<file path="src/sv/a51_keystream_generator_assert.svh">
// Assertion macros used by the keystream generator top level.
`ifndef A51_KEYSTREAM_GENERATOR_ASSERT_SVH
`define A51_KEYSTREAM_GENERATOR_ASSERT_SVH

// Same-cycle implication, masked during reset.
`define A51_ASSERT_NOW(lbl, ante, cons, msg) \
  lbl: assert property (@(posedge clk) disable iff (rst) (ante) |-> (cons)) else $error(msg);

// Next-cycle implication, masked during reset.
`define A51_ASSERT_NEXT(lbl, ante, cons, msg) \
  lbl: assert property (@(posedge clk) disable iff (rst) (ante) |=> (cons)) else $error(msg);

`endif

</file>
<file path="src/sv/a51_pkg.sv">
// Types, constants and LFSR step functions for the A5/1 keystream generator.
package a51_pkg;

  localparam int R1W       = 19;
  localparam int R2W       = 22;
  localparam int R3W       = 23;
  localparam int KeyW      = 64;
  localparam int FrameW    = 22;
  localparam int ByteW     = 8;
  localparam int WarmSteps = 100;
  localparam int CntW      = 7;

  localparam logic [CntW-1:0] KEY_LAST   = CntW'(KeyW - 1);
  localparam logic [CntW-1:0] FRAME_LAST = CntW'(FrameW - 1);
  localparam logic [CntW-1:0] WARM_LAST  = CntW'(WarmSteps - 1);
  localparam logic [CntW-1:0] BYTE_LAST  = CntW'(ByteW - 1);

  typedef struct packed {
    logic              req_type;
    logic [FrameW-1:0] frame_number;
  } in_item_t;

  typedef struct packed {
    logic [ByteW-1:0] keystream_byte;
    logic             load_done;
  } out_item_t;

  typedef enum logic {
    OP_LOAD = 1'b0,
    OP_GEN  = 1'b1
  } op_t;

  typedef struct packed {
    op_t               op;
    logic [FrameW-1:0] frame;
  } cmd_t;

  typedef struct packed {
    logic busy;
    logic finish;
  } eng_stat_t;

  function automatic logic [R1W-1:0] step_one(input logic [R1W-1:0] r);
    return {r[R1W-2:0], r[18] ^ r[17] ^ r[16] ^ r[13]};
  endfunction

  function automatic logic [R2W-1:0] step_two(input logic [R2W-1:0] r);
    return {r[R2W-2:0], r[21] ^ r[20]};
  endfunction

  function automatic logic [R3W-1:0] step_three(input logic [R3W-1:0] r);
    return {r[R3W-2:0], r[22] ^ r[21] ^ r[20] ^ r[7]};
  endfunction

endpackage

</file>
<file path="src/sv/a51_keystream_generator.sv">
// Top level of the A5/1 keystream generator: request queue, engine, assertions.
//
//  channel  | handshake             | payload
//  ---------+-----------------------+------------------------------------------
//  in       | in_valid / in_stall   | in_data  {req_type, frame_number[21:0]}
//  out      | out_valid / out_stall | out_data {keystream_byte[7:0], load_done}
//  cfg      | cfg_valid / cfg_ready | cfg_data[63:0] = cipher_key
//
// A generate request makes one majority-clocked LFSR step per keystream bit;
// queued generates run back to back. A load runs 64 key steps, 22 frame steps
// and 100 warm-up steps. An idle engine pulls the request from the queue in
// S_IDLE before it takes its first step.
// Synchronous active-high reset clears the LFSRs, the key and the queue.
// A two-entry queue keeps taking requests while the engine works; in_stall
// rises only when it is full. A held result stalls the engine only on the
// step that would overwrite it.
module a51_keystream_generator (
  input  logic                clk,
  input  logic                rst,
  input  logic                in_valid,
  output logic                in_stall,
  input  a51_pkg::in_item_t   in_data,
  output logic                out_valid,
  input  logic                out_stall,
  output a51_pkg::out_item_t  out_data,
  input  logic                cfg_valid,
  output logic                cfg_ready,
  input  logic [63:0]         cfg_data
);
  import a51_pkg::*;

  `include "a51_keystream_generator_assert.svh"

  logic      cmd_valid;
  cmd_t      cmd;
  logic      cmd_pop;
  eng_stat_t eng_stat;

  // Key register is always writable; it is sampled when a load starts.
  assign cfg_ready = 1'b1;

  a51_front u_front (
    .clk       (clk),
    .rst       (rst),
    .in_valid  (in_valid),
    .in_stall  (in_stall),
    .in_data   (in_data),
    .cmd_valid (cmd_valid),
    .cmd       (cmd),
    .cmd_pop   (cmd_pop)
  );

  a51_engine u_engine (
    .clk       (clk),
    .rst       (rst),
    .cfg_we    (cfg_valid && cfg_ready),
    .cfg_data  (cfg_data),
    .cmd_valid (cmd_valid),
    .cmd       (cmd),
    .cmd_pop   (cmd_pop),
    .out_valid (out_valid),
    .out_stall (out_stall),
    .out_data  (out_data),
    .stat      (eng_stat)
  );

  // Engine never pulls from an empty queue.
  `A51_ASSERT_NOW(a_pop_nonempty, cmd_pop, cmd_valid, "command popped from empty queue")

  // A new command starts only when idle or on the finishing step.
  `A51_ASSERT_NOW(a_pop_when_free, cmd_pop, !eng_stat.busy || eng_stat.finish, "pop while busy")

  // A finishing step always loads a fresh result.
  `A51_ASSERT_NEXT(a_finish_shows, eng_stat.finish, out_valid, "finished result not presented")

  // Load acknowledgments carry a zero byte.
  `A51_ASSERT_NOW(a_load_zero, out_valid && out_data.load_done,
                  out_data.keystream_byte == 8'd0, "load result with nonzero byte")

endmodule

</file>
<file path="src/sv/a51_front.sv">
// Front end: classifies requests and queues them for the engine.
module a51_front (
  input  logic               clk,
  input  logic               rst,
  input  logic               in_valid,
  output logic               in_stall,
  input  a51_pkg::in_item_t  in_data,
  output logic               cmd_valid,
  output a51_pkg::cmd_t      cmd,
  input  logic               cmd_pop
);
  import a51_pkg::*;

  cmd_t       slots [2];
  logic       wr_ptr;
  logic       rd_ptr;
  logic [1:0] count;
  logic       push;
  cmd_t       new_cmd;

  assign in_stall  = (count == 2'd2);
  assign push      = in_valid && !in_stall;
  assign cmd_valid = (count != 2'd0);
  assign cmd       = slots[rd_ptr];

  // Frame number only matters for a load.
  always_comb begin
    new_cmd.op    = in_data.req_type ? OP_GEN : OP_LOAD;
    new_cmd.frame = in_data.req_type ? '0 : in_data.frame_number;
  end

  always_ff @(posedge clk) begin
    if (push) begin
      slots[wr_ptr] <= new_cmd;
    end
  end

  always_ff @(posedge clk) begin
    if (rst) begin
      wr_ptr <= 1'b0;
      rd_ptr <= 1'b0;
      count  <= 2'd0;
    end else begin
      if (push) begin
        wr_ptr <= ~wr_ptr;
      end
      if (cmd_pop) begin
        rd_ptr <= ~rd_ptr;
      end
      case ({push, cmd_pop})
        2'b10:   count <= count + 2'd1;
        2'b01:   count <= count - 2'd1;
        default: count <= count;
      endcase
    end
  end

endmodule

</file>
<file path="src/sv/a51_engine.sv">
// Back end: the three LFSRs, load/warm-up/generate sequencer and result register.
module a51_engine (
  input  logic                clk,
  input  logic                rst,
  input  logic                cfg_we,
  input  logic [63:0]         cfg_data,
  input  logic                cmd_valid,
  input  a51_pkg::cmd_t       cmd,
  output logic                cmd_pop,
  output logic                out_valid,
  input  logic                out_stall,
  output a51_pkg::out_item_t  out_data,
  output a51_pkg::eng_stat_t  stat
);
  import a51_pkg::*;

  typedef enum logic [4:0] {
    S_IDLE  = 5'b00001,
    S_KEY   = 5'b00010,
    S_FRAME = 5'b00100,
    S_WARM  = 5'b01000,
    S_GEN   = 5'b10000
  } state_t;

  state_t            state, state_next;
  logic [CntW-1:0]   cnt, cnt_next;
  logic [R1W-1:0]    lfsr1, lfsr1_next;
  logic [R2W-1:0]    lfsr2, lfsr2_next;
  logic [R3W-1:0]    lfsr3, lfsr3_next;
  logic [KeyW-1:0]   cipher_key;
  logic [KeyW-1:0]   key_sh, key_sh_next;
  logic [FrameW-1:0] frame_sh, frame_sh_next;
  logic [ByteW-1:0]  byte_sh, byte_sh_next;
  logic              out_valid_next;
  out_item_t         out_data_next;

  logic              c1, c2, c3, maj, obit, mix_bit, out_free, take, finish;
  logic [R1W-1:0]    lfsr1_mj, lfsr1_mx;
  logic [R2W-1:0]    lfsr2_mj, lfsr2_mx;
  logic [R3W-1:0]    lfsr3_mj, lfsr3_mx;
  logic [ByteW-1:0]  byte_done;

  always_comb begin
    c1  = lfsr1[8];
    c2  = lfsr2[10];
    c3  = lfsr3[10];
    maj = (c1 & c2) | (c2 & c3) | (c1 & c3);
    lfsr1_mj = (c1 == maj) ? step_one(lfsr1)   : lfsr1;
    lfsr2_mj = (c2 == maj) ? step_two(lfsr2)   : lfsr2;
    lfsr3_mj = (c3 == maj) ? step_three(lfsr3) : lfsr3;
    obit = lfsr1_mj[R1W-1] ^ lfsr2_mj[R2W-1] ^ lfsr3_mj[R3W-1];
    byte_done = {obit, byte_sh[ByteW-1:1]};

    mix_bit  = (state == S_KEY) ? key_sh[0] : frame_sh[0];
    lfsr1_mx = step_one(lfsr1)   ^ {{(R1W-1){1'b0}}, mix_bit};
    lfsr2_mx = step_two(lfsr2)   ^ {{(R2W-1){1'b0}}, mix_bit};
    lfsr3_mx = step_three(lfsr3) ^ {{(R3W-1){1'b0}}, mix_bit};
  end

  assign out_free = !out_valid || !out_stall;

  always_comb begin
    state_next     = state;
    cnt_next       = cnt;
    lfsr1_next     = lfsr1;
    lfsr2_next     = lfsr2;
    lfsr3_next     = lfsr3;
    key_sh_next    = key_sh;
    frame_sh_next  = frame_sh;
    byte_sh_next   = byte_sh;
    out_valid_next = out_valid && out_stall;
    out_data_next  = out_data;
    take           = 1'b0;
    finish         = 1'b0;

    case (state)
      S_IDLE: begin
        take = cmd_valid;
      end
      S_KEY: begin
        lfsr1_next  = lfsr1_mx;
        lfsr2_next  = lfsr2_mx;
        lfsr3_next  = lfsr3_mx;
        key_sh_next = key_sh >> 1;
        cnt_next    = cnt + CntW'(1);
        if (cnt == KEY_LAST) begin
          state_next = S_FRAME;
          cnt_next   = '0;
        end
      end
      S_FRAME: begin
        lfsr1_next    = lfsr1_mx;
        lfsr2_next    = lfsr2_mx;
        lfsr3_next    = lfsr3_mx;
        frame_sh_next = frame_sh >> 1;
        cnt_next      = cnt + CntW'(1);
        if (cnt == FRAME_LAST) begin
          state_next = S_WARM;
          cnt_next   = '0;
        end
      end
      S_WARM: begin
        // Last step waits for room in the result register.
        if (cnt != WARM_LAST || out_free) begin
          lfsr1_next = lfsr1_mj;
          lfsr2_next = lfsr2_mj;
          lfsr3_next = lfsr3_mj;
          cnt_next   = cnt + CntW'(1);
          if (cnt == WARM_LAST) begin
            finish                   = 1'b1;
            out_data_next.keystream_byte = '0;
            out_data_next.load_done  = 1'b1;
            state_next               = S_IDLE;
            take                     = cmd_valid;
          end
        end
      end
      S_GEN: begin
        if (cnt != BYTE_LAST || out_free) begin
          lfsr1_next   = lfsr1_mj;
          lfsr2_next   = lfsr2_mj;
          lfsr3_next   = lfsr3_mj;
          byte_sh_next = byte_done;
          cnt_next     = cnt + CntW'(1);
          if (cnt == BYTE_LAST) begin
            finish                       = 1'b1;
            out_data_next.keystream_byte = byte_done;
            out_data_next.load_done      = 1'b0;
            state_next                   = S_IDLE;
            take                         = cmd_valid;
          end
        end
      end
      default: begin
        state_next = S_IDLE;
      end
    endcase

    if (finish) begin
      out_valid_next = 1'b1;
    end

    // Start the next queued command right away.
    if (take) begin
      cnt_next = '0;
      if (cmd.op == OP_LOAD) begin
        lfsr1_next    = '0;
        lfsr2_next    = '0;
        lfsr3_next    = '0;
        key_sh_next   = cipher_key;
        frame_sh_next = cmd.frame;
        state_next    = S_KEY;
      end else begin
        byte_sh_next = '0;
        state_next   = S_GEN;
      end
    end
  end

  assign cmd_pop     = take;
  assign stat.busy   = (state != S_IDLE);
  assign stat.finish = finish;

  always_ff @(posedge clk) begin
    key_sh   <= key_sh_next;
    frame_sh <= frame_sh_next;
    byte_sh  <= byte_sh_next;
    cnt      <= cnt_next;
    out_data <= out_data_next;
  end

  always_ff @(posedge clk) begin
    if (rst) begin
      state      <= S_IDLE;
      lfsr1      <= '0;
      lfsr2      <= '0;
      lfsr3      <= '0;
      cipher_key <= '0;
      out_valid  <= 1'b0;
    end else begin
      state     <= state_next;
      lfsr1     <= lfsr1_next;
      lfsr2     <= lfsr2_next;
      lfsr3     <= lfsr3_next;
      out_valid <= out_valid_next;
      if (cfg_we) begin
        cipher_key <= cfg_data;
      end
    end
  end

endmodule

</file>
<file path="config.mk">
export PLATFORM = sky130hd
export DESIGN_NAME = a51_keystream_generator
export DESIGN_NICKNAME = d
export VERILOG_FILES = /design/src/sv/a51_pkg.sv /design/src/sv/a51_keystream_generator.sv /design/src/sv/a51_front.sv /design/src/sv/a51_engine.sv
export VERILOG_INCLUDE_DIRS = /design/src /design/src/sv
export SDC_FILE = /design/constraint.sdc
export NUM_CORES = 1
export LEC_CHECK = 0
export ABC_AREA = 1
export BUFFER_PORTS_ARGS = -buffer_cell sky130_fd_sc_hd__buf_4
export CAP_MARGIN = 0
export CELL_PAD_IN_SITES_DETAIL_PLACEMENT = 2
export CELL_PAD_IN_SITES_GLOBAL_PLACEMENT = 2
export CORE_ASPECT_RATIO = 0.8
export CORE_MARGIN = 4
export CORE_UTILIZATION = 37
export CTS_CLUSTER_SIZE = 16
export DETAILED_ROUTE_END_ITERATION = 8
export PLACE_DENSITY_LB_ADDON = 0.2
export SLEW_MARGIN = 20
export SYNTH_ARGS = -nofsm -noshare
export SYNTH_HDL_FRONTEND = slang
export SYNTH_SLANG_ARGS = --single-unit
</file>
<file path="constraint.sdc">
create_clock -name clk -period 4.3 [get_ports clk]
set_input_delay 0.86 -clock clk [delete_from_list [all_inputs] [get_ports clk]]
set_output_delay 0.86 -clock clk [all_outputs]
set_load 0.1 [all_outputs]
</file>
==> results.yml <==
logic_synthesis:
  synth_cell_type_count: 33
  avgSynthCellArea_sq_um: 6.88
  yosysTopAreaCellShare: 0.340
  ys_warn_count: 0
  synthTopCellsByArea: "dfxtp_1 34%, nand2_1 14%, edfxtp_1 12%"
  synth_ff_type: "dfxtp_1"
  ys_ff_latch: 294
  syn-num-nets: 2139
  ys_seq_area_frac: 0.458
  syn_area_sq_um: 14100
  async_reset_ff_frac: 0
  synth_commonest_cells: "543 x nand2_1, 304 x nor2_1, 278 x nand3_1"
  synth_edf_count: 55
  syn_inst: 2044
  yosysMostFrequentCell: "nand2_1"
  yosys.area.top_type: "dfxtp_1"
route:
  vias_per_cell: 5.16
  drt-total-wl_um: 44900
  drtIter0Drc: 764
  antenna_left: 0
  firstDrtPassIters: 5
  vias: 13340
  wl_per_cell_um: 17.4
  drt_drc_violations_left: 0
global_routing:
  grt_pass1_vias: 14558
  antenna_found_initial: 0
  grtUsageTotal: 0.217
  grt_overflow_total: 0
  grt_pass1_wl_um: 74600
  grt_max_degree: 110
cts:
  cts_setup_buffers: 0
  htree_levels: 2
  post_cts_resized: 0
  hold_buffers: 0
  cts_root_buf: "clkbuf_16"
  path_clk_slew_ns: 0.06
  cts.sinks: 294
  numCtsBuffers: 34
  cts_max_path_buffers: 3
  cts_tree: "built"
  clock_latency_ns: 0.52
floorplanning:
  fp.dieArea_sq_um: 41200
  io-pin-count: 104
  core_sq_um: 37300
  die-height_um: 182
  start_util: 0.377
  rows: 63
  die_x_um: 226
placed_design:
  io_buffers: 102
  hpwlAfterDp_um: 28000
  pre_cts_ws_ns: 0.823
  gp_congestion: 0.729
  dp_cells: 2524
flow_run:
  drv_cap: 0
timing:
  period_minus_slack_ns: 3.02
  drv_slew: 0
  clock_skew_ns: 0.0129
  relSlewSlack: 0.356
  clock.fmax_ghz: 0.331
  fin_crit_sh: 0.702
  worstMarginPinSlew_ns: 0.963
  setup_viol: 0
  hold_viol_final: 0
  postLayoutSetupSlackWorst_ns: 1.28
  whs_ns: 0.464
  rsz0062_at_grt: "no"
  fin_setup_tns_ns: 0
final_layout:
  n_antenna_cell: 0
  syn_to_final_growth_pct: 14.2
  nNetsFinal: 2168
  final_core_util: 0.431
  instances_no_fill: 2585
  drive_above_1_share: 0.0977
setup_path:
  path_max_fanout: 76
  setup.worst_path.class: "flop to flop"
  cp-start-kind: "flop"
  cp.required_ns: 4.69
  cp.arrival_ns: 3.41
  endpoint_kind: "flop"
power:
  p_leak_nw: 7.41
  power_density_nw_per_um2: 511
  irDropWorstVdd_mv: 0.285
run_status:
  status: "completed"
min_path:
  min_path_type: "flop to flop"
[metal layers]
layer / wire, um / GRT usage / up-vias
li1: - / - / 6494
met1: 20400 / 0.275 / 6610
met4: 933 / 0.0514 / 0
met3: 1210 / 0.0286 / 74
met5: 0 / 0 / -
met2: 22300 / 0.393 / 162
[cells by family after synthesis]
group,Yosys count,share of synthesized area
xor+xnor,5,0.00312
buf+inv,349,0.101
fa+ha+maj,3,0.00267
other cells,1,0.000267
mux,22,0.0157
simple gates,1148,0.340
flops,294,0.458
compound gates,222,0.0802
[power by group]
group,leakage (nW),switching (mW),internal [mW]
Sequential,2.48,0.216,3.30
Combinational,4.41,1.37,0.567
Clock,0.519,1.19,1.57
[worst paths after layout]
path / to / cells past startpoint / from / slack (ns)
worst min-delay path: u_engine.key_sh[24] / 2 / u_engine.cipher_key[24] / 0.46
worst min register to register: u_engine.key_sh[24] / 2 / u_engine.cipher_key[24] / 0.46
worst max register to register: u_engine.byte_sh[1] / 10 / u_engine.state[3] / 1.28
worst max-delay path: u_engine.byte_sh[1] / 10 / u_engine.state[3] / 1.28
[critical path: stages (launching register included)]
cell and delay (ns):
dfxtp_1 0.42, inv_1 0.06, nor2_1 0.12, nand3_1 0.20, inv_2 0.49, nand3_1 0.18, nand3_2 0.15, buf_4 0.68
nand2_1 0.26, inv_1 0.24, nor2_1 0.07
[state kept, by name, summed over array words and instances (netlist names), 9 cells and up, named ones only]
name and flops:
u_engine.cipher_key 64, u_engine.frame_sh 22, u_engine.key_sh 64, u_engine.lfsr1 19
u_engine.lfsr2 22, u_engine.lfsr3 23, u_engine.out_data 9, u_front.slots 46
[metrics by stage]
step           power [mW]  cell area (sq um)
6_report             8.20              16100
5_1_grt              8.76              16100
3_3_place_gp         5.34              15000
3_5_place_dp         5.50              15000
2_1_floorplan        4.91              14100
4_1_cts              8.32              16000
[cell usage in the layout (no fill, tap or decap), types with 2 or more instances in the layout]
| cell type | Yosys | layout |
|---|---|---|
| a21oi_1 | 24 | 24 |
| a22oi_1 | 2 | 2 |
| a31oi_1 | 3 | 3 |
| buf_4 | 9 | 119 |
| clkbuf_1 | 67 | 7 |
| clkbuf_16 | 0 | 35 |
| clkbuf_8 | 0 | 4 |
| clkinv_1 | 1 | 4 |
| clkinv_2 | 0 | 12 |
| dfxtp_1 | 239 | 239 |
| edfxtp_1 | 55 | 55 |
| ha_1 | 3 | 3 |
| inv_1 | 213 | 211 |
| inv_2 | 8 | 8 |
| mux2i_1 | 22 | 22 |
| nand2_1 | 543 | 542 |
| nand2_2 | 5 | 5 |
| nand2_4 | 4 | 5 |
| nand3_1 | 278 | 277 |
| nand3_2 | 2 | 3 |
| nand4_1 | 5 | 5 |
| nor2_1 | 304 | 301 |
| nor2_2 | 1 | 3 |
| nor2_4 | 4 | 5 |
| o21ai_0 | 168 | 168 |
| o21ai_1 | 23 | 23 |
| xnor2_1 | 2 | 2 |
| xor2_1 | 3 | 3 |
[area by class of cell]
| cell class | count | area [sq um] |
|---|---|---|
| tap | 487 | 609 |
| multi-input combinational | 1401 | 6230 |
| fill | 4470 | 21200 |
| clock buffer | 46 | 957 |
| sequential | 294 | 6440 |
| timing repair buffer | 120 | 905 |
| inverter | 222 | 835 |
| clock inverter | 15 | 78.8 |
Note: power is estimated with default switching activity, not from simulation.
